`src/rtl/shd_queue.sv`:
```
// two-entry queue between intake and table engine
`timescale 1ns / 1ps
`default_nettype none
module shd_queue #(
  parameter int W = 51
) (
  input  wire          clk,
  input  wire          rst_n,
  input  wire          push,
  input  wire [W-1:0]  push_data,
  input  wire          pop,
  output logic [W-1:0] head_data,
  output logic         full,
  output logic         empty
);
  logic [W-1:0] ent_r [2];
  logic         wp_r, rp_r;
  logic [1:0]   cnt_r;

  assign full      = (cnt_r == 2'd2);
  assign empty     = (cnt_r == 2'd0);
  assign head_data = ent_r[rp_r];

  always_ff @(posedge clk) begin
    if (!rst_n) begin
      wp_r  <= 1'b0;
      rp_r  <= 1'b0;
      cnt_r <= 2'd0;
    end else begin
      if (push) wp_r <= ~wp_r;
      if (pop)  rp_r <= ~rp_r;
      if (push && !pop)      cnt_r <= cnt_r + 2'd1;
      else if (pop && !push) cnt_r <= cnt_r - 2'd1;
    end
  end

  always_ff @(posedge clk) begin
    if (push) ent_r[wp_r] <= push_data;
  end

endmodule
`default_nettype wire

```
`config.mk`:
```
export PLATFORM = sky130hd
export DESIGN_NAME = shd_queue
export DESIGN_NICKNAME = d
export VERILOG_FILES = /design/src/rtl/shd_queue.sv
export SDC_FILE = /design/constraint.sdc
export NUM_CORES = 1
export LEC_CHECK = 0
export ABC_AREA = 1
export BUFFER_PORTS_ARGS = -buffer_cell sky130_fd_sc_hd__buf_2
export CORE_UTILIZATION = 55
export DETAILED_ROUTE_END_ITERATION = 10
export PLACE_DENSITY = 0.83
export SETUP_SLACK_MARGIN = 0.4
export SLEW_MARGIN = 5
export SYNTH_ARGS = -nofsm -noshare
export SYNTH_HDL_FRONTEND = slang
export SYNTH_SLANG_ARGS = --single-unit
export TNS_END_PERCENT = 50
```
`constraint.sdc`:
```
create_clock -name clk -period 5 [get_ports clk]
set_input_delay 0.75 -clock clk [delete_from_list [all_inputs] [get_ports clk]]
set_output_delay 0.75 -clock clk [all_outputs]
set_load 0.005 [all_outputs]
```
==> flow_summary.yaml, run 1 <==
die:
  die_w_microns: 89.0
  rows: 31
  die-area_sq_um: 7920
  core-area_sq_um: 7290
  die-height_microns: 89.0
  start_util: 0.571
  ioPinCount: 108
route:
  drt_wl_total_microns: 6120
  dr.pass1.iters: 4
  drtIter0Drc: 84
  vias: 2029
  vias_per_cell: 4.94
  wl_per_cell_microns: 14.9
  drtAntennaViolNets: 0
  drc: 0
setup_path:
  max_stage_delay_ps: 960
  worstPathCellList: "mux2_4 -> buf_2"
  critPathKind: "flip-flop to output port"
  cp_max_fo: 51
  cp-end-kind: "output port"
  cp-start-kind: "flip-flop"
  cp.required_ps: 4250
  cp_slowest_cell: "dfxtp_4"
  arrival_ps: 1880
clock_tree:
  ctsResizeCount: 0
  htreeDepth: 3
  insertion_delay_ps: 350
  clk_pin_slew_worst_paths_ps: 90
  cts-buffers-inserted: 9
  cts_setup_buffers: 0
  ctsHoldBuffers: 0
  clockRootBuffer: "clkbuf_8"
  cts_sinks: 107
  cts_tree: "built"
  cts_buffer_depth: 2
power_and_ir_drop:
  power_leakage_uw: 0.00201
  vdd_ir_drop_max_uv: 191
  p_per_area_nw_per_um2: 362
finish:
  drive_gt1_frac: 0.567
  nNetsFinal: 363
  syn2layout_area_growth_pct: 18.8
  fillCellCount: 530
  n_antenna_cell: 0
global_routing:
  grt_pass1_vias: 1900
  met3_usage: 0.0480
  grt.total_usage: 0.160
  overflow: 0
  grtUsageMet2: 0.272
  top_usage_layer: "met2"
  use_met1: 0.191
  grt_max_degree: 52
  antenna_found_initial: 0
  grt_pass1_wl_microns: 8910
sta:
  finalSetupViolCount: 0
  finalCriticalPeriod_ps: 2630
  clock_skew_ps: 5.53
  max_slew_margin: 0.240
  max_freq_ghz: 0.380
  holdWs_ps: 502
  final.setup.tns_ps: 0
  timing_hold_violations_final: 0
  maxSlewViolCount: 0
  timing.final.crit_share: 0.526
  grt_setup_unrepaired: "no"
  worst_slew_pin_slew_ps: 1140
worst_hold_path:
  hold_class: "flip-flop to flip-flop"
yosys:
  synth_area_leaders: "edfxtp_1 (74%), mux2_4 (18%), buf_12 (2.4%)"
  synth.yosys.seq_area_share: 0.760
  synthCells: 194
  syn_area_sq_um: 4160
  avgSynthCellArea_sq_um: 21.5
  synthDominantCellAreaShare: 0.736
  yosysUniqueCellTypes: 14
  yosys_warnings: 0
  synth_top_area_cell: "edfxtp_1"
  ys_ff_latch: 107
  synth_nets: 250
place:
  io_buffers: 107
  place_congestion: 0.681
  hpwl_microns: 3960
status:
  status: "completed"
job:
  max-cap-violations: 0
-- power breakdown --
| part | internal [uW] | switching [uW] | leakage [uW] |
|---|---|---|---|
| registers | 1030 | 29.4 | 0.00100 |
| logic | 104 | 68.1 | 0.000900 |
| clock network | 284 | 270 | 0.000111 |
| total | 1420 | 368 | 0.00201 |
-- worst paths after layout --
path / start / to / slack [ps] / depth (start not counted)
worst max-delay path: flip-flop / head_data[10] / 2370 / 2
worst min-delay path: rp_r$_SDFFE_PN0P_ / flip-flop / 500 / 2
worst max register to register: wp_r$_SDFFE_PN0P_ / ent_r[1][47]$_DFFE_PP_ / 3270 / 2
worst min register to register: rp_r$_SDFFE_PN0P_ / flip-flop / 500 / 2
-- critical path, delay by kind of cell (launching register included) --
kind	cells	cell delay [ps]
multiplexers	1	360
flip-flops	1	960
buffers and inverters	1	130
-- layout make-up --
cell class	instances	area, sq um	share of cell area
Clock buffer	10	128	0.0258
Sequential cell	107	3170	0.640
Multi-Input combinational cell	73	867	0.175
Tap cell	99	124	0.0250
Inverter	8	30.0	0.00607
Clock inverter	6	87.6	0.0177
Timing Repair Buffer	108	543	0.110
-- state kept, by name (all words and copies together), names as in the netlist, named ones only --
register	flops
cnt_r	2
ent_r	102
rp_r	1
wp_r	1
-- stage by stage --
step	instance area (sq um)	utilization	setup slack, ps	instances	power, uW
after floorplan	4160	-	1610	194	1190
after global placement	4730	0.649	2720	395	1250
after detailed placement	4730	0.649	2700	395	1260
after CTS	4950	0.678	2320	411	1810
after global routing	4950	0.678	2270	411	1860
final	4950	0.678	2370	411	1790
-- placed cells by master (no fill, tap or decap), types with 4 or more instances in the layout --
master      n
nand2_1     8
edfxtp_1  102
nor2_1      8
clkbuf_8    9
dfxtp_1     4
buf_2     107
mux2_4     50
inv_1       7
-- cells by family (layout without fill, tap and decap cells) --
group                    Yosys count  after routing  share of synthesized area
AO/OA/AOI/OAI                      2              2                    0.00240
adder cells (fa/ha/maj)            1              1                    0.00300
buffers and inverters             14            132                     0.0340
flip-flops                       107            107                      0.760
multiplexers                      51             51                      0.183
AND/OR/NAND/NOR                   19             19                     0.0180
-- cell usage after synthesis --
cell type  number
nand2_1         8
inv_1           8
mux2_4         50
nand3_1         1
nor2_1          9
dfxtp_1         5
edfxtp_1      102
ha_1            1
nand4_1         1
mux2_2          1
buf_6           1
a21oi_1         1
o21ai_0         1
buf_12          5
-- layer usage --
metal | part of all wire | vias up | routed length (microns)
li1 | - | 961 | -
met1 | 0.42 | 983 | 2550
met2 | 0.50 | 76 | 3070
met3 | 0.066 | 9 | 406
met4 | 0.015 | 0 | 89
met5 | 0 | - | 0
(Power assumes the default switching activity.)
==> run 2: changes to the inputs <==
--- a/config.mk
+++ b/config.mk
@@ -5,11 +5,11 @@
 export SDC_FILE = /design/constraint.sdc
 export NUM_CORES = 1
 export LEC_CHECK = 0
-export ABC_AREA = 1
+export ABC_AREA = 0
 export BUFFER_PORTS_ARGS = -buffer_cell sky130_fd_sc_hd__buf_2
-export CORE_UTILIZATION = 55
+export CORE_UTILIZATION = 46
 export DETAILED_ROUTE_END_ITERATION = 10
-export PLACE_DENSITY = 0.83
+export PLACE_DENSITY = 0.74
 export SETUP_SLACK_MARGIN = 0.4
 export SLEW_MARGIN = 5
 export SYNTH_ARGS = -nofsm -noshare
==> constraint.sdc (replaced) <==
create_clock -name clk -period 2.2 [get_ports clk]
set_input_delay 0.33 -clock clk [delete_from_list [all_inputs] [get_ports clk]]
set_output_delay 0.33 -clock clk [all_outputs]
set_load 0.005 [all_outputs]
==> flow_summary.yaml, run 2 <==
clock_tree:
  clockRootBuffer: "clkbuf_8"
  cts_setup_buffers: 0
  cts_sinks: 107
  cts_tree: "built"
  cts-buffers-inserted: 9
  cts_buffer_depth: 2
  htreeDepth: 3
  clk_pin_slew_worst_paths_ps: 100
  insertion_delay_ps: 360
sta:
  timing.final.crit_share: 0.802
  worst_slew_pin_slew_ps: 508
  clock_skew_ps: 8.23
  finalCriticalPeriod_ps: 1760
  grt_setup_unrepaired: "yes"
  max_freq_ghz: 0.567
  final.setup.tns_ps: 0
  maxSlewViolCount: 0
  timing_hold_violations_final: 0
  finalSetupViolCount: 0
  max_slew_margin: 0.661
yosys:
  avgSynthCellArea_sq_um: 21.5
  synthMostInstantiatedCell: "edfxtp_1"
  synthDominantCellAreaShare: 0.787
  synth_top_family_by_area: "multiplexers"
  yosys_warnings: 0
  synth_adder_area_share: 0.00321
  synth.yosys.seq_area_share: 0.812
  synthMuxAreaShare: 0.147
  ys_top_cells_by_count: "edfxtp_1 (102), mux2_2 (51), dfxtp_1 (5)"
  ys_ff_latch: 107
  async_flop_share: 0
  synth_xor_area_frac: 0.00675
  yosysUniqueCellTypes: 17
  synth_area_leaders: "edfxtp_1 (79%), mux2_2 (15%), dfxtp_1 (2.6%)"
  synth_edf_count: 102
  synth_top_area_cell: "edfxtp_1"
  synth_compound_area_frac: 0.00514
  synth_simple_gate_area_share: 0.0145
  synthCells: 181
  ys.flop_type: "edfxtp_1"
  synth_nets: 237
  syn_area_sq_um: 3890
power_and_ir_drop:
  power_frac_clock: 0.304
  vdd_ir_drop_max_uv: 399
  p_per_area_nw_per_um2: 832
  netSwitchingPower_uw: 835
  switching_share: 0.205
  internal_power_uw: 3230
  p_seq_frac: 0.585
  combPwrFrac: 0.111
  p_total_uw: 4070
  power_leakage_uw: 0.00184
setup_path:
  cp-end-kind: "output port"
  worstReg2RegStart: "wp_r$_SDFFE_PN0P_"
  cp_max_fo: 14
  arrival_ps: 1430
  worstPathCellList: "buf_12 -> mux2_2 -> buf_2"
  cp-start-kind: "flip-flop"
  critPathKind: "flip-flop to output port"
  cp.required_ps: 1870
  cp_slowest_cell: "dfxtp_4"
  max_stage_delay_ps: 430
route:
  drtAntennaViolNets: 0
  drt_wl_total_microns: 6370
  drc: 0
  vias_per_cell: 4.87
  vias: 1991
  wl_per_cell_microns: 15.6
  drtIter0Drc: 72
  dr.pass1.iters: 4
global_routing:
  grt_pass1_wl_microns: 9150
  grt.total_usage: 0.143
  overflow: 0
  grt_pass1_vias: 1895
  grt_max_degree: 53
  antenna_found_initial: 0
finish:
  final_common_cell: "buf_2"
  fillCellCount: 640
  syn2layout_area_growth_pct: 25.6
  nNetsFinal: 356
  biggestRegsByFlops: "ent_r x102, cnt_r x2"
  regMostFlops: "ent_r"
  drive_gt1_frac: 0.599
  layout_common_cells: "buf_2 (107), edfxtp_1 (102), mux2_2 (51)"
  largest_reg_flops: 102
  n_antenna_cell: 0
worst_hold_path:
  min_from: "push_data[29]"
  hold_class: "input pin to flip-flop"
place:
  place_congestion: 0.639
  io_buffers: 107
  hpwl_microns: 3910
job:
  max-cap-violations: 0
die:
  die_w_microns: 94.0
  die-area_sq_um: 8840
  rows: 33
  core-area_sq_um: 8220
  ioPinCount: 108
  start_util: 0.474
  die-height_microns: 94.0
status:
  status: "completed"
==> run 2: layer usage <==
metal / up-vias / part of all wire / global-route usage
li1: 944 / - / -
met1: 967 / 0.42 / 0.173
met2: 69 / 0.51 / 0.237
met3: 11 / 0.046 / 0.0307
met4: 0 / 0.023 / 0.0846
met5: - / 0 / 0
==> run 2: repair_timing <==
item                                    4_1_cts  5_1_grt
hold buffers                                  0        0
resized for setup                             5        2
hold endpoints to repair                      0        0
endpoints found under the setup margin       51       34
cloned                                        0        2
==> run 2: worst max-delay path: cells and delay by family, from the launching register on <==
family	cells	cell delay, ps
DFF	1	430
muxes	1	350
buffers and inverters	2	300
==> run 2: cells by family after synthesis <==
family / count (synthesis)
flip-flops: 107
AND/OR/NAND/NOR: 9
XOR/XNOR: 3
buffers and inverters: 7
adder cells (fa/ha/maj): 1
multiplexers: 51
AO/OA/AOI/OAI: 3
==> run 2: final cells by class <==
| class | instances | area, sq um | area share |
|---|---|---|---|
| Clock buffer | 10 | 128 | 0.0261 |
| Clock inverter | 5 | 78.8 | 0.0161 |
| Sequential cell | 107 | 3170 | 0.647 |
| Inverter | 1 | 3.75 | 0.000767 |
| Timing Repair Buffer | 114 | 686 | 0.140 |
| Tap cell | 105 | 131 | 0.0269 |
| Multi-Input combinational cell | 67 | 698 | 0.143 |
==> run 2: path summary, 6_finish.rpt <==
| kind | end | slack, ps | depth (start not counted) |
|---|---|---|---|
| worst max register to register | ent_r[1][42]$_DFFE_PP_ | 770 | 2 |
| worst min register to register | cnt_r[1]$_SDFFE_PN0P_ | 540 | 2 |
| worst min-delay path | ent_r[0][29]$_DFFE_PP_ | 160 | 1 |
| worst max-delay path | head_data[2] | 440 | 3 |
==> run 2: metrics by stage <==
| step | utilization | hold slack [ps] | area (sq um) | worst slack, ps | std cells |
|---|---|---|---|---|---|
| after detailed placement | 0.561 | 519 | 4610 | 699 | 392 |
| after global placement | 0.561 | 485 | 4610 | 700 | 392 |
| final | 0.595 | 156 | 4890 | 437 | 409 |
| after CTS | 0.588 | 133 | 4830 | 388 | 407 |
| after floorplan | - | 429 | 3900 | 182 | 181 |
| after global routing | 0.595 | 135 | 4890 | 373 | 409 |
==> run 2: power groups by stage <==
stage	clock [uW]	sequential, uW	combinational (uW)
after floorplan	0	2420	229
after global placement	0	2420	422
after detailed placement	0	2420	428
after CTS	1270	2380	438
after global routing	1340	2390	493
final	1240	2380	450
==> run 3: changes to the inputs <==
--- a/config.mk
+++ b/config.mk
@@ -5,11 +5,11 @@
 export SDC_FILE = /design/constraint.sdc
 export NUM_CORES = 1
 export LEC_CHECK = 0
-export ABC_AREA = 0
+export ABC_AREA = 1
 export BUFFER_PORTS_ARGS = -buffer_cell sky130_fd_sc_hd__buf_2
-export CORE_UTILIZATION = 46
+export CORE_UTILIZATION = 52
 export DETAILED_ROUTE_END_ITERATION = 10
-export PLACE_DENSITY = 0.74
+export PLACE_DENSITY = 0.79
 export SETUP_SLACK_MARGIN = 0.4
 export SLEW_MARGIN = 5
 export SYNTH_ARGS = -nofsm -noshare
==> constraint.sdc (replaced) <==
create_clock -name clk -period 1.8 [get_ports clk]
set_input_delay 0.27 -clock clk [delete_from_list [all_inputs] [get_ports clk]]
set_output_delay 0.27 -clock clk [all_outputs]
set_load 0.005 [all_outputs]
==> flow_summary.yaml, run 3 (same netlist as run 1, synthesis figures left out) <==
setup_path:
  reg2reg_to: "ent_r[1][43]$_DFFE_PP_"
  worstPathCellList: "buf_12 -> mux2_4 -> buf_2"
  cp.required_ps: 1530
  endpoint: "head_data[36]"
  reg2reg_depth: 3
  max_stage_delay_ps: 410
  cp-start-kind: "flip-flop"
  r2r_setup_slack_ps: 640
  arrival_ps: 1410
  critPathKind: "flip-flop to output port"
  cp_max_fo: 17
  worstReg2RegStart: "wp_r$_SDFFE_PN0P_"
  cp_slowest_cell: "dfxtp_4"
  cp-end-kind: "output port"
finish:
  fin_area_sq_um: 5020
  regMostFlops: "ent_r"
  final_common_cell: "buf_2"
  layout_common_cells: "buf_2 (107), edfxtp_1 (102), mux2_4 (50)"
  layoutNonFillerInstCount: 421
  drive_gt1_frac: 0.580
  n_antenna_cell: 0
  nNetsFinal: 370
  biggestRegsByFlops: "ent_r x102, cnt_r x2"
  largest_reg_flops: 102
  syn2layout_area_growth_pct: 20.6
clock_tree:
  clk_pin_slew_worst_paths_ps: 90
  cts_sinks: 107
  cts_tree: "built"
  clockRootBuffer: "clkbuf_8"
  cts_buffer_depth: 2
  insertion_delay_ps: 350
  cts-buffers-inserted: 9
  htreeDepth: 3
die:
  start_util: 0.539
  die-area_sq_um: 8370
  core-area_sq_um: 7730
  die_w_microns: 91.5
  rows: 32
  ioPinCount: 108
  die-height_microns: 91.5
place:
  hpwl_microns: 4220
  dp_slack_ps: 341
  dpl_cell_area_sq_um: 4820
  io_buffers: 107
  place_congestion: 0.700
  placed_cells: 403
sta:
  final.setup.tns_ps: 0
  timing_hold_violations_final: 0
  finalSetupViolCount: 0
  max_slew_margin: 0.748
  clock_skew_ps: 6.21
  finalCriticalPeriod_ps: 1680
  worst_slew_pin_slew_ps: 378
  grt_setup_unrepaired: "yes"
  maxSlewViolCount: 0
  worst_slack_ps: 119
  timing.final.crit_share: 0.934
  max_freq_ghz: 0.595
power_and_ir_drop:
  combPwrFrac: 0.113
  vdd_ir_drop_max_uv: 678
  p_per_area_nw_per_um2: 966
  netSwitchingPower_uw: 1030
  internal_power_uw: 3820
  power_leakage_uw: 0.00203
  power_frac_clock: 0.287
  p_seq_frac: 0.600
  switching_share: 0.213
worst_hold_path:
  hold_class: "input pin to flip-flop"
route:
  wl_per_cell_microns: 15.1
  drtIter0Drc: 77
  drc: 0
  vias: 2076
  vias_per_cell: 4.93
  dr.pass1.iters: 4
  drtAntennaViolNets: 0
  drt_wl_total_microns: 6350
global_routing:
  grt_pass1_wl_microns: 9520
  antenna_found_initial: 0
  overflow: 0
  grt.total_usage: 0.154
  grt_max_degree: 52
  grt_pass1_vias: 2068
status:
  status: "completed"
job:
  max-cap-violations: 0
run 3: through the flow:
step                      power [uW]  hold WS, ps  utilization
after global routing            5040         77.5        0.650
after floorplan                 3310          369            -
final                           4860          100        0.650
after CTS                       4900         83.1        0.650
after detailed placement        3530          461        0.623
after global placement          3500          457        0.623
run 3: routing by layer:
metal  GRT usage  share of wire  up-vias
met2       0.278           0.53       71
li1            -              -      976
met4      0.0675          0.011        0
met5           0              0        -
met1       0.172           0.41     1023
met3      0.0385          0.049        6
run 3: worst min path at each step:
| stage | startpoint | end | slack, ps | cells after the start |
|---|---|---|---|---|
| after floorplan | push_data[0] | ent_r[0][0]$_DFFE_PP_ | 370 | 0 |
| after global placement | push_data[19] | ent_r[0][19]$_DFFE_PP_ | 460 | 1 |
| after detailed placement | push_data[28] | ent_r[0][28]$_DFFE_PP_ | 460 | 1 |
| after CTS | push_data[29] | ent_r[0][29]$_DFFE_PP_ | 80 | 1 |
| after global routing | push_data[31] | ent_r[1][31]$_DFFE_PP_ | 80 | 1 |
| final | push_data[29] | ent_r[0][29]$_DFFE_PP_ | 100 | 1 |
run 3: what timing repair did:
item / 4_1_cts / 5_1_grt
endpoints found under the setup margin: 51 / 51
hold buffers: 0 / 0
setup buffers: 2 / 0
gates resized for setup: 0 / 0
run 3: area by class of cell:
type	instances	area, sq um
Clock inverter	7	67.6
Clock buffer	9	124
Multi-Input combinational cell	73	870
Timing Repair Buffer	115	633
Inverter	8	33.8
Sequential cell	107	3170
Fill cell	552	2700
Tap cell	102	128
run 3: critical path, delay by kind of cell (launching register included):
family	cells	cell delay, ps
buf+inv	2	320
mux	1	320
flops	1	410
run 3: power by group through the flow:
stage,clock network [uW],registers [uW],logic (uW)
finish,1390,2910,550
global route,1520,2920,593
CTS,1430,2920,559
detailed placement,0,2980,544
global placement,0,2970,532
floorplan,0,2960,348
