--- src/rtl/shd_pkg.sv ---
// shared types and constants of the session handle table
`timescale 1ns / 1ps
`default_nettype none
package shd_pkg;

  typedef enum logic [2:0] {
    REQ_INIT, REQ_ALLOC, REQ_GET, REQ_FIND, REQ_UNREF, REQ_FREE, REQ_RX, REQ_AGE
  } req_t;

  typedef enum logic [1:0] {
    ST_OK, ST_NO_FREE, ST_NOT_FOUND, ST_BAD_REF
  } status_t;

  localparam logic [1:0] CFG_NUM_SESSIONS  = 2'd0;
  localparam logic [1:0] CFG_SRV_BASE      = 2'd1;
  localparam logic [1:0] CFG_AGEING_PERIOD = 2'd2;
  localparam logic [1:0] CFG_IDLE_LIMIT    = 2'd3;

  localparam logic [8:0]  RST_NUM_SESSIONS  = 9'd256;
  localparam logic [31:0] RST_SRV_BASE      = 32'd0;
  localparam logic [7:0]  RST_AGEING_PERIOD = 8'd10;
  localparam logic [15:0] RST_IDLE_LIMIT    = 16'd120;

  // remainder unit: bits retired per cycle and cycles per 32-bit word
  localparam int MOD_STEP_BITS = 4;
  localparam int MOD_CYCLES    = 32 / MOD_STEP_BITS;

  typedef enum logic [1:0] {F_IDLE, F_DIV, F_PUSH} front_state_t;

  typedef enum logic [3:0] {
    B_CLR, B_IDLE, B_AFIFO, B_ARD, B_RD, B_EXEC, B_AGE_RD, B_AGE_EX, B_DONE
  } back_state_t;

  typedef struct packed {
    logic [7:0]  ageing_period;
    logic [15:0] idle_limit;
  } age_cfg_t;

  typedef struct packed {
    status_t     status;
    logic [31:0] id;
    logic        released;
    logic [8:0]  released_count;
  } result_t;

endpackage
`default_nettype wire

--- src/rtl/shd_mod.sv ---
// iterative remainder unit, 32-bit dividend by slot count
`timescale 1ns / 1ps
`default_nettype none
module shd_mod #(
  parameter int NUM_SLOTS = 256
) (
  input  wire                               clk,
  input  wire                               rst_n,
  input  wire                               start,
  input  wire [31:0]                        dividend,
  input  wire [$clog2(NUM_SLOTS+1)-1:0]     divisor,
  output logic                              done,
  output logic [$clog2(NUM_SLOTS)-1:0]      rem
);
  import shd_pkg::*;

  localparam int IW = $clog2(NUM_SLOTS);
  localparam int CW = $clog2(NUM_SLOTS + 1);
  localparam int SW = $clog2(MOD_CYCLES);

  logic [31:0]   q_r, q_nxt;
  logic [CW-1:0] r_r, r_nxt;
  logic [CW-1:0] d_r;
  logic [SW-1:0] step_r;
  logic          busy_r, done_r;

  always_comb begin
    logic [CW:0] t;
    q_nxt = q_r;
    r_nxt = r_r;
    t     = '0;
    for (int k = 0; k < MOD_STEP_BITS; k++) begin
      t     = {r_nxt, q_nxt[31]};
      q_nxt = {q_nxt[30:0], 1'b0};
      if (t >= {1'b0, d_r}) t = t - {1'b0, d_r};
      r_nxt = t[CW-1:0];
    end
  end

  always_ff @(posedge clk) begin
    if (!rst_n) begin
      busy_r <= 1'b0;
      done_r <= 1'b0;
      step_r <= '0;
    end else begin
      done_r <= 1'b0;
      if (start) begin
        busy_r <= 1'b1;
        step_r <= '0;
      end else if (busy_r) begin
        step_r <= step_r + 1'b1;
        if (step_r == SW'(MOD_CYCLES - 1)) begin
          busy_r <= 1'b0;
          done_r <= 1'b1;
        end
      end
    end
  end

  always_ff @(posedge clk) begin
    if (start) begin
      q_r <= dividend;
      r_r <= '0;
      d_r <= divisor;
    end else if (busy_r) begin
      q_r <= q_nxt;
      r_r <= r_nxt;
    end
  end

  assign done = done_r;
  assign rem  = IW'(r_r);

endmodule
`default_nettype wire

--- src/rtl/shd_front.sv ---
// request intake: id derivation and slot index by remainder
`timescale 1ns / 1ps
`default_nettype none
module shd_front #(
  parameter int NUM_SLOTS = 256
) (
  input  wire                                      clk,
  input  wire                                      rst_n,
  input  wire                                      in_valid,
  output logic                                     in_ready,
  input  wire [2:0]                                in_req_type,
  input  wire [31:0]                               in_session_id,
  input  wire [31:0]                               in_client_address,
  input  wire [7:0]                                in_cipher_kind,
  input  wire [31:0]                               srv_base,
  input  wire [$clog2(NUM_SLOTS+1)-1:0]            eff_n,
  input  wire                                      clearing,
  input  wire                                      q_full,
  output logic                                     push,
  output logic [3+32+8+$clog2(NUM_SLOTS)-1:0]      push_data
);
  import shd_pkg::*;

  localparam int IW   = $clog2(NUM_SLOTS);
  localparam int CW   = $clog2(NUM_SLOTS + 1);
  localparam int RstN = (NUM_SLOTS < 256) ? NUM_SLOTS : 256;

  front_state_t  state_r, state_nxt;
  req_t          req_in, req_r;
  logic [31:0]   sid_in, sid_r;
  logic [7:0]    cph_r;
  logic [CW-1:0] active_n_r;
  logic          accept, need_idx, mod_done;
  logic [IW-1:0] mod_rem;

  assign req_in = req_t'(in_req_type);
  assign sid_in = (req_in == REQ_FIND) ? (in_client_address - srv_base - 32'd1)
                                       : in_session_id;
  assign accept = in_valid && in_ready;

  always_comb begin
    unique case (req_in) inside
      REQ_GET, REQ_FIND, REQ_UNREF, REQ_FREE, REQ_RX: need_idx = 1'b1;
      default:                                        need_idx = 1'b0;
    endcase
  end

  shd_mod #(.NUM_SLOTS(NUM_SLOTS)) u_mod (
    .clk      (clk),
    .rst_n    (rst_n),
    .start    (accept && need_idx),
    .dividend (sid_in),
    .divisor  (active_n_r),
    .done     (mod_done),
    .rem      (mod_rem)
  );

  always_comb begin
    state_nxt = state_r;
    unique case (state_r)
      F_IDLE:  if (accept) state_nxt = need_idx ? F_DIV : F_PUSH;
      F_DIV:   if (mod_done) state_nxt = F_PUSH;
      F_PUSH:  if (!q_full) state_nxt = F_IDLE;
      default: state_nxt = F_IDLE;
    endcase
  end

  always_comb begin
    in_ready  = (state_r == F_IDLE) && !clearing;
    push      = (state_r == F_PUSH) && !q_full;
    push_data = {req_r, sid_r, cph_r, mod_rem};
  end

  always_ff @(posedge clk) begin
    if (!rst_n) begin
      state_r    <= F_IDLE;
      active_n_r <= CW'(RstN);
    end else begin
      state_r <= state_nxt;
      // later items are indexed with the slot count that init installs
      if (push && req_r == REQ_INIT) active_n_r <= eff_n;
    end
  end

  always_ff @(posedge clk) begin
    if (accept) begin
      req_r <= req_in;
      sid_r <= sid_in;
      cph_r <= in_cipher_kind;
    end
  end

endmodule
`default_nettype wire

--- config.mk ---
export PLATFORM = sky130hd
export DESIGN_NAME = shd_front
export DESIGN_NICKNAME = d
export VERILOG_FILES = /design/src/rtl/shd_pkg.sv /design/src/rtl/shd_mod.sv /design/src/rtl/shd_front.sv
export SDC_FILE = /design/constraint.sdc
export NUM_CORES = 1
export LEC_CHECK = 0
export BUFFER_PORTS_ARGS = -buffer_cell sky130_fd_sc_hd__buf_4
export CAP_MARGIN = 10
export CORE_MARGIN = 1.5
export CORE_UTILIZATION = 50
export CTS_CLUSTER_SIZE = 20
export DETAILED_ROUTE_END_ITERATION = 12
export PLACE_DENSITY = 0.76
export SETUP_SLACK_MARGIN = 0.02
export SYNTH_ARGS = -nofsm -noshare
export SYNTH_HDL_FRONTEND = slang
export SYNTH_SLANG_ARGS = --single-unit
--- constraint.sdc ---
create_clock -name clk -period 7.8 [get_ports clk]
set_clock_uncertainty 0.05 [all_clocks]
set_input_delay 1.56 -clock clk [delete_from_list [all_inputs] [get_ports clk]]
set_output_delay 1.56 -clock clk [all_outputs]
set_load 0.01 [all_outputs]
==> implementation parameters, run 1 <==
Parameter                              Value

GRT
  Via count of the first global-routing pass ... 6498
  Met1 layer usage reported by global route ... 33.6%
  Overall overflow remaining after global route ... 0
  Most congested layer reported by global routing ... met2
  Total Routing Usage GR ... 25.7%
  First-pass GRT wire length ... 33.1 mm
  Number of antenna violations at the first check in global routing ... 0
  Maximum number of pins on one net before global-route repair ... 59
  Met2 GRT Util ... 42.7%
  Global-route track usage on met3 ... 6.36%

Min path
  Hold wc startpoint ... active_n_r[7]
  Worst-case hold path end point ... u_mod.d_r[7]
  HP Class ... reg2reg
  Hold path depth ... 0

STA
  Count of final hold-check violations ... 0
  Worst relative slew slack ... 40.0%
  TNS Setup ... 0 ns
  Min cycle time layout ... 7.47 ns
  Final Cycle Share ... 95.7%
  Fmax achieved ... 134 MHz
  Fin. max-slew vios ... 0
  Least-Margin Pin Slew ... 0.898 ns
  Count of final setup violators ... 0

Place
  Instance area after placement ... 9530 µm²
  RD Place Congestion ... 1.04
  Buffers on Ports ... 173
  Instance count after placement with tap cells included ... 1214
  HPWL Detailed ... 16.3 mm

Status
  Status ... completed

Yosys
  Async set-or-reset flop fraction in the synthesized netlist ... 0%
  Proportion of synthesized chip area in sequential cells ... 38.4%
  Number of distinct library cell variants in the gate-level netlist after synthesis ... 61
  Syn. warnings ... 0
  Number of enable flip-flop cells after synthesis ... 84
  Nets in the synthesized netlist ... 1024
  Mean instance size in the synthesized netlist ... 9.50 µm²
  Most frequently used flop master after synthesis ... sky130_fd_sc_hd__edfxtp_1
  Netlist area before placement ... 7880 µm²
  Top post-synthesis cells by area ... sky130_fd_sc_hd__edfxtp_1 (32%), sky130_fd_sc_hd__ha_1 (11%), sky130_fd_sc_hd__dfxtp_1 (6.4%)
  Synthesized instance count ... 829
  Share of the synthesized area in the top cell type ... 32.0%
  Register bit total from synthesis ... 109
  Cell type contributing the most total cell area after synthesis ... sky130_fd_sc_hd__edfxtp_1

Critical path
  Critical Path End Type ... flip-flop
  R2R cell count ... 35
  Worst EP arrival ... 7.61 ns
  R2r startpoint ... u_mod.q_r[31]
  Peak per-stage delay on the critical path ... 0.41 ns
  Slack of the worst reg-to-reg path ... 0.33 ns
  Crit path kind ... reg2reg
  Slowest CP cell ... sky130_fd_sc_hd__a221o_1
  Worst Path Max Fanout ... 7
  Startpoint types ... flip-flop
  Capture point of the worst reg-to-reg path ... u_mod.r_r[8]
  CP required ... 7.94 ns

Detailed routing
  Total wirelength of the detailed-routed design ... 21.1 mm
  DRC violation count after routing ... 0
  Number of violations reported at the end of detailed-routing iteration 0 ... 465
  Vias after detailed routing ... 6951
  Detailed-routing iteration count for the pre-antenna-repair pass ... 7
  Routed wirelength normalized by instance count ... 16.9 µm
  Number of nets with antenna violations after routing ... 0
  Vias per cell ... 5.59

Cells and area
  Area growth, synth to finish ... 28.1%
  # diodes ... 0
  Post-layout instance area ... 10100 µm²
  Layout Nets ... 1223
  Non-filler cells in the finished layout ... 1244
  Fill cell count ... 1310
  Share of post-route cells with drive strength above 1 ... 29.5%

Clock network
  Clk root buf ... sky130_fd_sc_hd__clkbuf_16
  H-tree lvl count ... 3
  Total CTS buffers ... 9
  Clock Path Buffers ... 2
  CTS Sinks ... 109
  Hold buffers post-CTS ... 0
  Clock-pin slew reported for the worst setup and hold paths after clock tree synthesis ... 0.07 ns
  TritonCTS clock tree ... built
  Clock Latency Late Sink ... 0.36 ns

Power
  Power dissipated by switching net loads ... 2.26 mW
  Cell Pwr Density ... 504 nW/µm²
  Cell-internal power ... 2.83 mW
  Leakage power total ... 4.63 nW
  Register share of total power ... 14.5%
  Switch share ... 44.4%
  Comb pwr share ... 76.3%
  Clock power frac ... 9.2%
  IR drop worst, VDD ... 0.450 mV

Run
  Count of max-cap constraint violations ... 0

Floorplanning
  Die footprint ... 16500 µm²
  Starting utilization of the core area ... 51.4%
  Row cnt ... 45
  Core Area ... 15300 µm²
  Overall die width ... 129 µm
  Die height ... 129 µm
  IO Count ... 174
-- kinds of logic after synthesis --
| logic type | after synthesis | share of synthesized area (%) |
|---|---|---|
| and+or+nand+nor | 234 | 13.9 |
| AOI/OAI and AO/OA | 219 | 18.5 |
| buffers and inverters | 96 | 5.05 |
| DFF | 109 | 38.4 |
| xor gates and xnor gates | 51 | 5.67 |
| adders and majority gates | 74 | 12.2 |
| muxes | 46 | 6.23 |
-- synth_stat cells (14+ instances only) --
| library cell | n |
|---|---|
| sky130_fd_sc_hd__clkbuf_1 | 21 |
| sky130_fd_sc_hd__o21ai_0 | 56 |
| sky130_fd_sc_hd__nor2_1 | 45 |
| sky130_fd_sc_hd__nor3_1 | 14 |
| sky130_fd_sc_hd__ha_1 | 69 |
| sky130_fd_sc_hd__o31ai_1 | 14 |
| sky130_fd_sc_hd__dfxtp_1 | 25 |
| sky130_fd_sc_hd__mux2i_1 | 22 |
| sky130_fd_sc_hd__inv_1 | 63 |
| sky130_fd_sc_hd__a21oi_1 | 49 |
| sky130_fd_sc_hd__xor2_1 | 21 |
| sky130_fd_sc_hd__nand2_1 | 97 |
| sky130_fd_sc_hd__nand4_1 | 14 |
| sky130_fd_sc_hd__a21o_1 | 27 |
| sky130_fd_sc_hd__edfxtp_1 | 84 |
| sky130_fd_sc_hd__xnor2_1 | 30 |
| sky130_fd_sc_hd__mux2_2 | 24 |
-- power by group through the flow --
stage                     sequential [mW]  combinational [mW]  clock (mW)
final                               0.736                3.88       0.467
after global routing                0.740                4.19       0.499
after CTS                           0.733                3.49       0.476
after detailed placement            0.746                3.46           0
after global placement              0.747                3.43           0
after floorplan                     0.733                2.59           0
-- layer usage --
| metal | share of wire, % | wire length, µm |
|---|---|---|
| met1 | 43 | 9000 |
| met5 | 0 | 0 |
| met4 | 2.1 | 437 |
| met3 | 7.9 | 1670 |
| met2 | 47 | 9970 |
-- registers in the layout (all words and copies together) (netlist names) --
signal / flops
active_n_r: 9
cph_r: 8
req_r: 3
sid_r: 32
state_r: 2
u_mod.busy_r: 1
u_mod.d_r: 9
u_mod.done: 1
u_mod.q_r: 32
u_mod.r_r: 9
u_mod.step_r: 3
-- what timing repair did --
action,4_1_cts,5_1_grt
endpoints found under the setup margin,0,9
gates resized for setup,0,37
setup buffers,0,13
-- worst max path at each step --
stage	startpoint	endpoint	cells past startpoint	slack, ns
2_1_floorplan	u_mod.q_r[31]	u_mod.r_r[3]	33	0.17
3_3_place_gp	u_mod.q_r[31]	u_mod.r_r[3]	34	0.29
3_5_place_dp	u_mod.q_r[31]	u_mod.r_r[8]	33	0.11
4_1_cts	u_mod.q_r[31]	u_mod.r_r[8]	33	0.04
5_1_grt	u_mod.q_r[31]	u_mod.r_r[8]	37	-0.02
6_report	u_mod.q_r[31]	u_mod.r_r[8]	35	0.33
-- stage by stage --
stage	total power, mW	hold WS, ns	utilization (%)	worst slack [ns]
after floorplan	3.33	0.358	-	0.168
after global placement	4.18	0.361	62.2	0.286
after detailed placement	4.20	0.370	62.2	0.113
after CTS	4.70	0.390	64.2	0.0394
after global routing	5.43	0.396	65.9	-0.0178
final	5.09	0.387	65.9	0.334
-- area by class of cell --
cell class	instances	area, µm²	share of cell area [%]
tap	211	264	2.62
clock inverter	5	46.3	0.459
clock buffer	11	264	2.62
timing repair buffer	220	1650	16.4
inverter	64	240	2.38
sequential	109	3020	30.0
multi-input combinational	624	4600	45.6
-- cell usage in the layout, fill, tap and decap left out, types with 9 or more instances in the layout --
cell and instances:
sky130_fd_sc_hd__nand2_1 97, sky130_fd_sc_hd__nor2_1 43, sky130_fd_sc_hd__ha_1 64, sky130_fd_sc_hd__buf_4 220
sky130_fd_sc_hd__o21ai_0 51, sky130_fd_sc_hd__xnor2_1 30, sky130_fd_sc_hd__nand3_1 9, sky130_fd_sc_hd__mux2_2 22
sky130_fd_sc_hd__o31ai_1 9, sky130_fd_sc_hd__a21o_1 27, sky130_fd_sc_hd__nor3_1 13, sky130_fd_sc_hd__nand4_1 14
sky130_fd_sc_hd__dfxtp_1 25, sky130_fd_sc_hd__nor2b_1 13, sky130_fd_sc_hd__edfxtp_1 84, sky130_fd_sc_hd__xor2_1 21
sky130_fd_sc_hd__inv_1 63, sky130_fd_sc_hd__mux2i_1 21, sky130_fd_sc_hd__clkbuf_16 10, sky130_fd_sc_hd__a21oi_1 45
sky130_fd_sc_hd__a31oi_1 12
-- critical path: cells and delay by family, from the launching register on --
family / cells / cell delay [ns]
AOI/OAI and AO/OA: 17 / 3.29
and+or+nand+nor: 4 / 0.52
adders and majority gates: 5 / 1.57
DFF: 1 / 0.39
buffers and inverters: 7 / 0.86
muxes: 2 / 0.59
Power figures use the tool's default switching activity.
==> inputs of run 2 (changes only) <==
--- a/config.mk
+++ b/config.mk
@@ -12,6 +12,7 @@
 export CTS_CLUSTER_SIZE = 20
 export DETAILED_ROUTE_END_ITERATION = 12
 export PLACE_DENSITY = 0.76
+export RECOVER_POWER = 100
 export SETUP_SLACK_MARGIN = 0.02
 export SYNTH_ARGS = -nofsm -noshare
 export SYNTH_HDL_FRONTEND = slang
==> run 2 against run 1 <==
Against the previous run:
- the run now ends with capacitance limit, slew limit left
- count of clock-buffer cells in the layout unchanged
- global-route usage unchanged
- first-iteration DRC count increased by 7.7%
- utilization shrank 1.5 points
- clock power barely moved
==> implementation parameters, run 2 (synthesis gave the netlist of run 1 again) <==
Parameter                              Value

Critical path
  CP most frequent cell ... sky130_fd_sc_hd__buf_4
  Slack of the worst reg-to-reg path ... 0.34 ns
  Top cell family by delay on the critical path ... compound AO/OA/AOI/OAI gates
  Slowest CP cell ... sky130_fd_sc_hd__o21ai_0
  Worst Path Max Fanout ... 7
  Crit path kind ... reg2reg
  Worst EP arrival ... 7.61 ns
  Critical Path End Type ... flip-flop
  Startpoint types ... flip-flop
  Number of buffers and inverters on the critical path ... 6
  CP required ... 7.94 ns
  Peak per-stage delay on the critical path ... 0.48 ns

Floorplanning
  Die height ... 129 µm
  Die footprint ... 16500 µm²
  Row cnt ... 45
  Core Area ... 15300 µm²
  Overall die width ... 129 µm
  Starting utilization of the core area ... 51.4%
  IO Count ... 174

STA
  Worst relative slew slack ... -66.5%
  Count of final setup violators ... 0
  Worst path setup slack after routing ... 0.338 ns
  Final Cycle Share ... 95.7%
  Min cycle time layout ... 7.46 ns
  Least-Margin Pin Slew ... 2.50 ns
  Fmax achieved ... 134 MHz
  Count of final hold-check violations ... 0
  Fin. max-slew vios ... 138

Power
  IR drop worst, VDD ... 0.453 mV
  Leakage power total ... 4.40 nW
  Power dissipated by switching net loads ... 2.26 mW
  Comb pwr share ... 76.2%
  Clock power frac ... 9.2%
  Switch share ... 44.6%
  Cell-internal power ... 2.80 mW
  Register share of total power ... 14.6%
  Cell Pwr Density ... 513 nW/µm²

Detailed routing
  Total wirelength of the detailed-routed design ... 21.0 mm
  Vias per cell ... 5.59
  Detailed-routing iteration count for the pre-antenna-repair pass ... 6
  Number of nets with antenna violations after routing ... 0
  DRC violation count after routing ... 0
  Routed wirelength normalized by instance count ... 16.9 µm
  Number of violations reported at the end of detailed-routing iteration 0 ... 501
  Vias after detailed routing ... 6949

GRT
  Via count of the first global-routing pass ... 6498
  Maximum number of pins on one net before global-route repair ... 59
  Total Routing Usage GR ... 25.7%
  Overall overflow remaining after global route ... 0
  Number of antenna violations at the first check in global routing ... 0
  First-pass GRT wire length ... 33.1 mm

Min path
  HP Class ... reg2reg

Cells and area
  Most used cells in the layout excluding fill and tap cells ... sky130_fd_sc_hd__buf_4 (148), sky130_fd_sc_hd__nand2_1 (97), sky130_fd_sc_hd__edfxtp_1 (84)
  Post-layout instance area ... 9860 µm²
  Fill cell count ... 1377
  # diodes ... 0
  Leading cell type in the layout, fill and taps excluded ... sky130_fd_sc_hd__buf_4
  Area growth, synth to finish ... 25.2%
  Share of post-route cells with drive strength above 1 ... 23.7%
  Non-filler cells in the finished layout ... 1244
  Layout Nets ... 1223
  Biggest regs ... sid_r x32, u_mod.q_r x32

Clock network
  CTS Sinks ... 109
  Total CTS buffers ... 9
  TritonCTS clock tree ... built
  Clock Latency Late Sink ... 0.36 ns
  Clk root buf ... sky130_fd_sc_hd__clkbuf_16
  Clock-pin slew reported for the worst setup and hold paths after clock tree synthesis ... 0.07 ns
  Clock Path Buffers ... 2
  H-tree lvl count ... 3

Place
  Instance count after placement with tap cells included ... 1214
  RD Place Congestion ... 1.04
  Post-place setup slack ... 0.113 ns
  Instance area after placement ... 9530 µm²
  HPWL Detailed ... 16.3 mm
  Buffers on Ports ... 173

Status
  Status ... finished, violations left
  Failing checks ... capacitance limit, slew limit

Run
  Count of max-cap constraint violations ... 3
-- run 2: cell count changes in the layout (fill, tap and decap cells not counted) --
cell                       previous run  this run
sky130_fd_sc_hd__and2_0               0         2
sky130_fd_sc_hd__clkbuf_4             0        12
sky130_fd_sc_hd__and2_1               6         4
sky130_fd_sc_hd__buf_4              220       148
sky130_fd_sc_hd__clkbuf_1             0        60
-- run 2: worst register-to-register path, delay by kind of cell, from the launching register on --
kind / cells / cell delay (ns)
flops: 1 / 0.38
buf+inv: 6 / 0.90
compound gates: 17 / 3.47
simple gates: 4 / 0.53
fa+ha+maj: 4 / 1.39
mux: 2 / 0.59
-- run 2: path summary, 6_finish.rpt --
check                                   start            to  cells past startpoint
worst max-delay path             u_mod.d_r[3]  u_mod.r_r[8]                     33
worst min-delay path            active_n_r[7]  u_mod.d_r[7]                      0
worst max register to register   u_mod.d_r[3]  u_mod.r_r[8]                     33
worst min register to register  active_n_r[7]  u_mod.d_r[7]                      0
-- run 2: repair_timing --
item | CTS | global route
hold buffers | 0 | 0
setup buffers | 0 | 13
gates resized for setup | 0 | 37
endpoints found under the setup margin | 0 | 9
-- run 2: stage by stage --
stage               hold slack, ns  total power, mW  TNS, ns  util (%)
floorplan                    0.358             3.33        0         -
global placement             0.361             4.18        0      62.2
detailed placement           0.370             4.20        0      62.2
CTS                          0.390             4.70        0      64.2
global route                 0.396             5.41  -0.0360      64.4
finish                       0.387             5.06        0      64.4
-- run 2: routing by layer --
metal | part of all wire, % | GRT usage [%] | wire (µm) | up-vias
met3 | 8.0 | 6.36 | 1690 | 34
met1 | 43 | 33.6 | 8970 | 3263
li1 | - | - | - | 3400
met4 | 2.3 | 7.20 | 488 | 0
met5 | 0 | 0 | 0 | -
met2 | 47 | 42.7 | 9850 | 252
-- run 2: cell type report --
type | count | area (µm²) | area share [%]
Sequential cell | 109 | 3020 | 30.7
Tap cell | 211 | 264 | 2.68
Clock inverter | 5 | 46.3 | 0.469
Timing Repair Buffer | 220 | 1430 | 14.5
Multi-Input combinational cell | 624 | 4600 | 46.6
Clock buffer | 11 | 264 | 2.68
Inverter | 64 | 240 | 2.44
-- run 2: power groups by stage --
| stage | sequential [mW] | clock, mW | combinational [mW] |
|---|---|---|---|
| final | 0.737 | 0.467 | 3.86 |
| after global routing | 0.742 | 0.499 | 4.17 |
| after CTS | 0.733 | 0.476 | 3.49 |
| after detailed placement | 0.746 | 0 | 3.46 |
| after global placement | 0.747 | 0 | 3.43 |
| after floorplan | 0.733 | 0 | 2.59 |
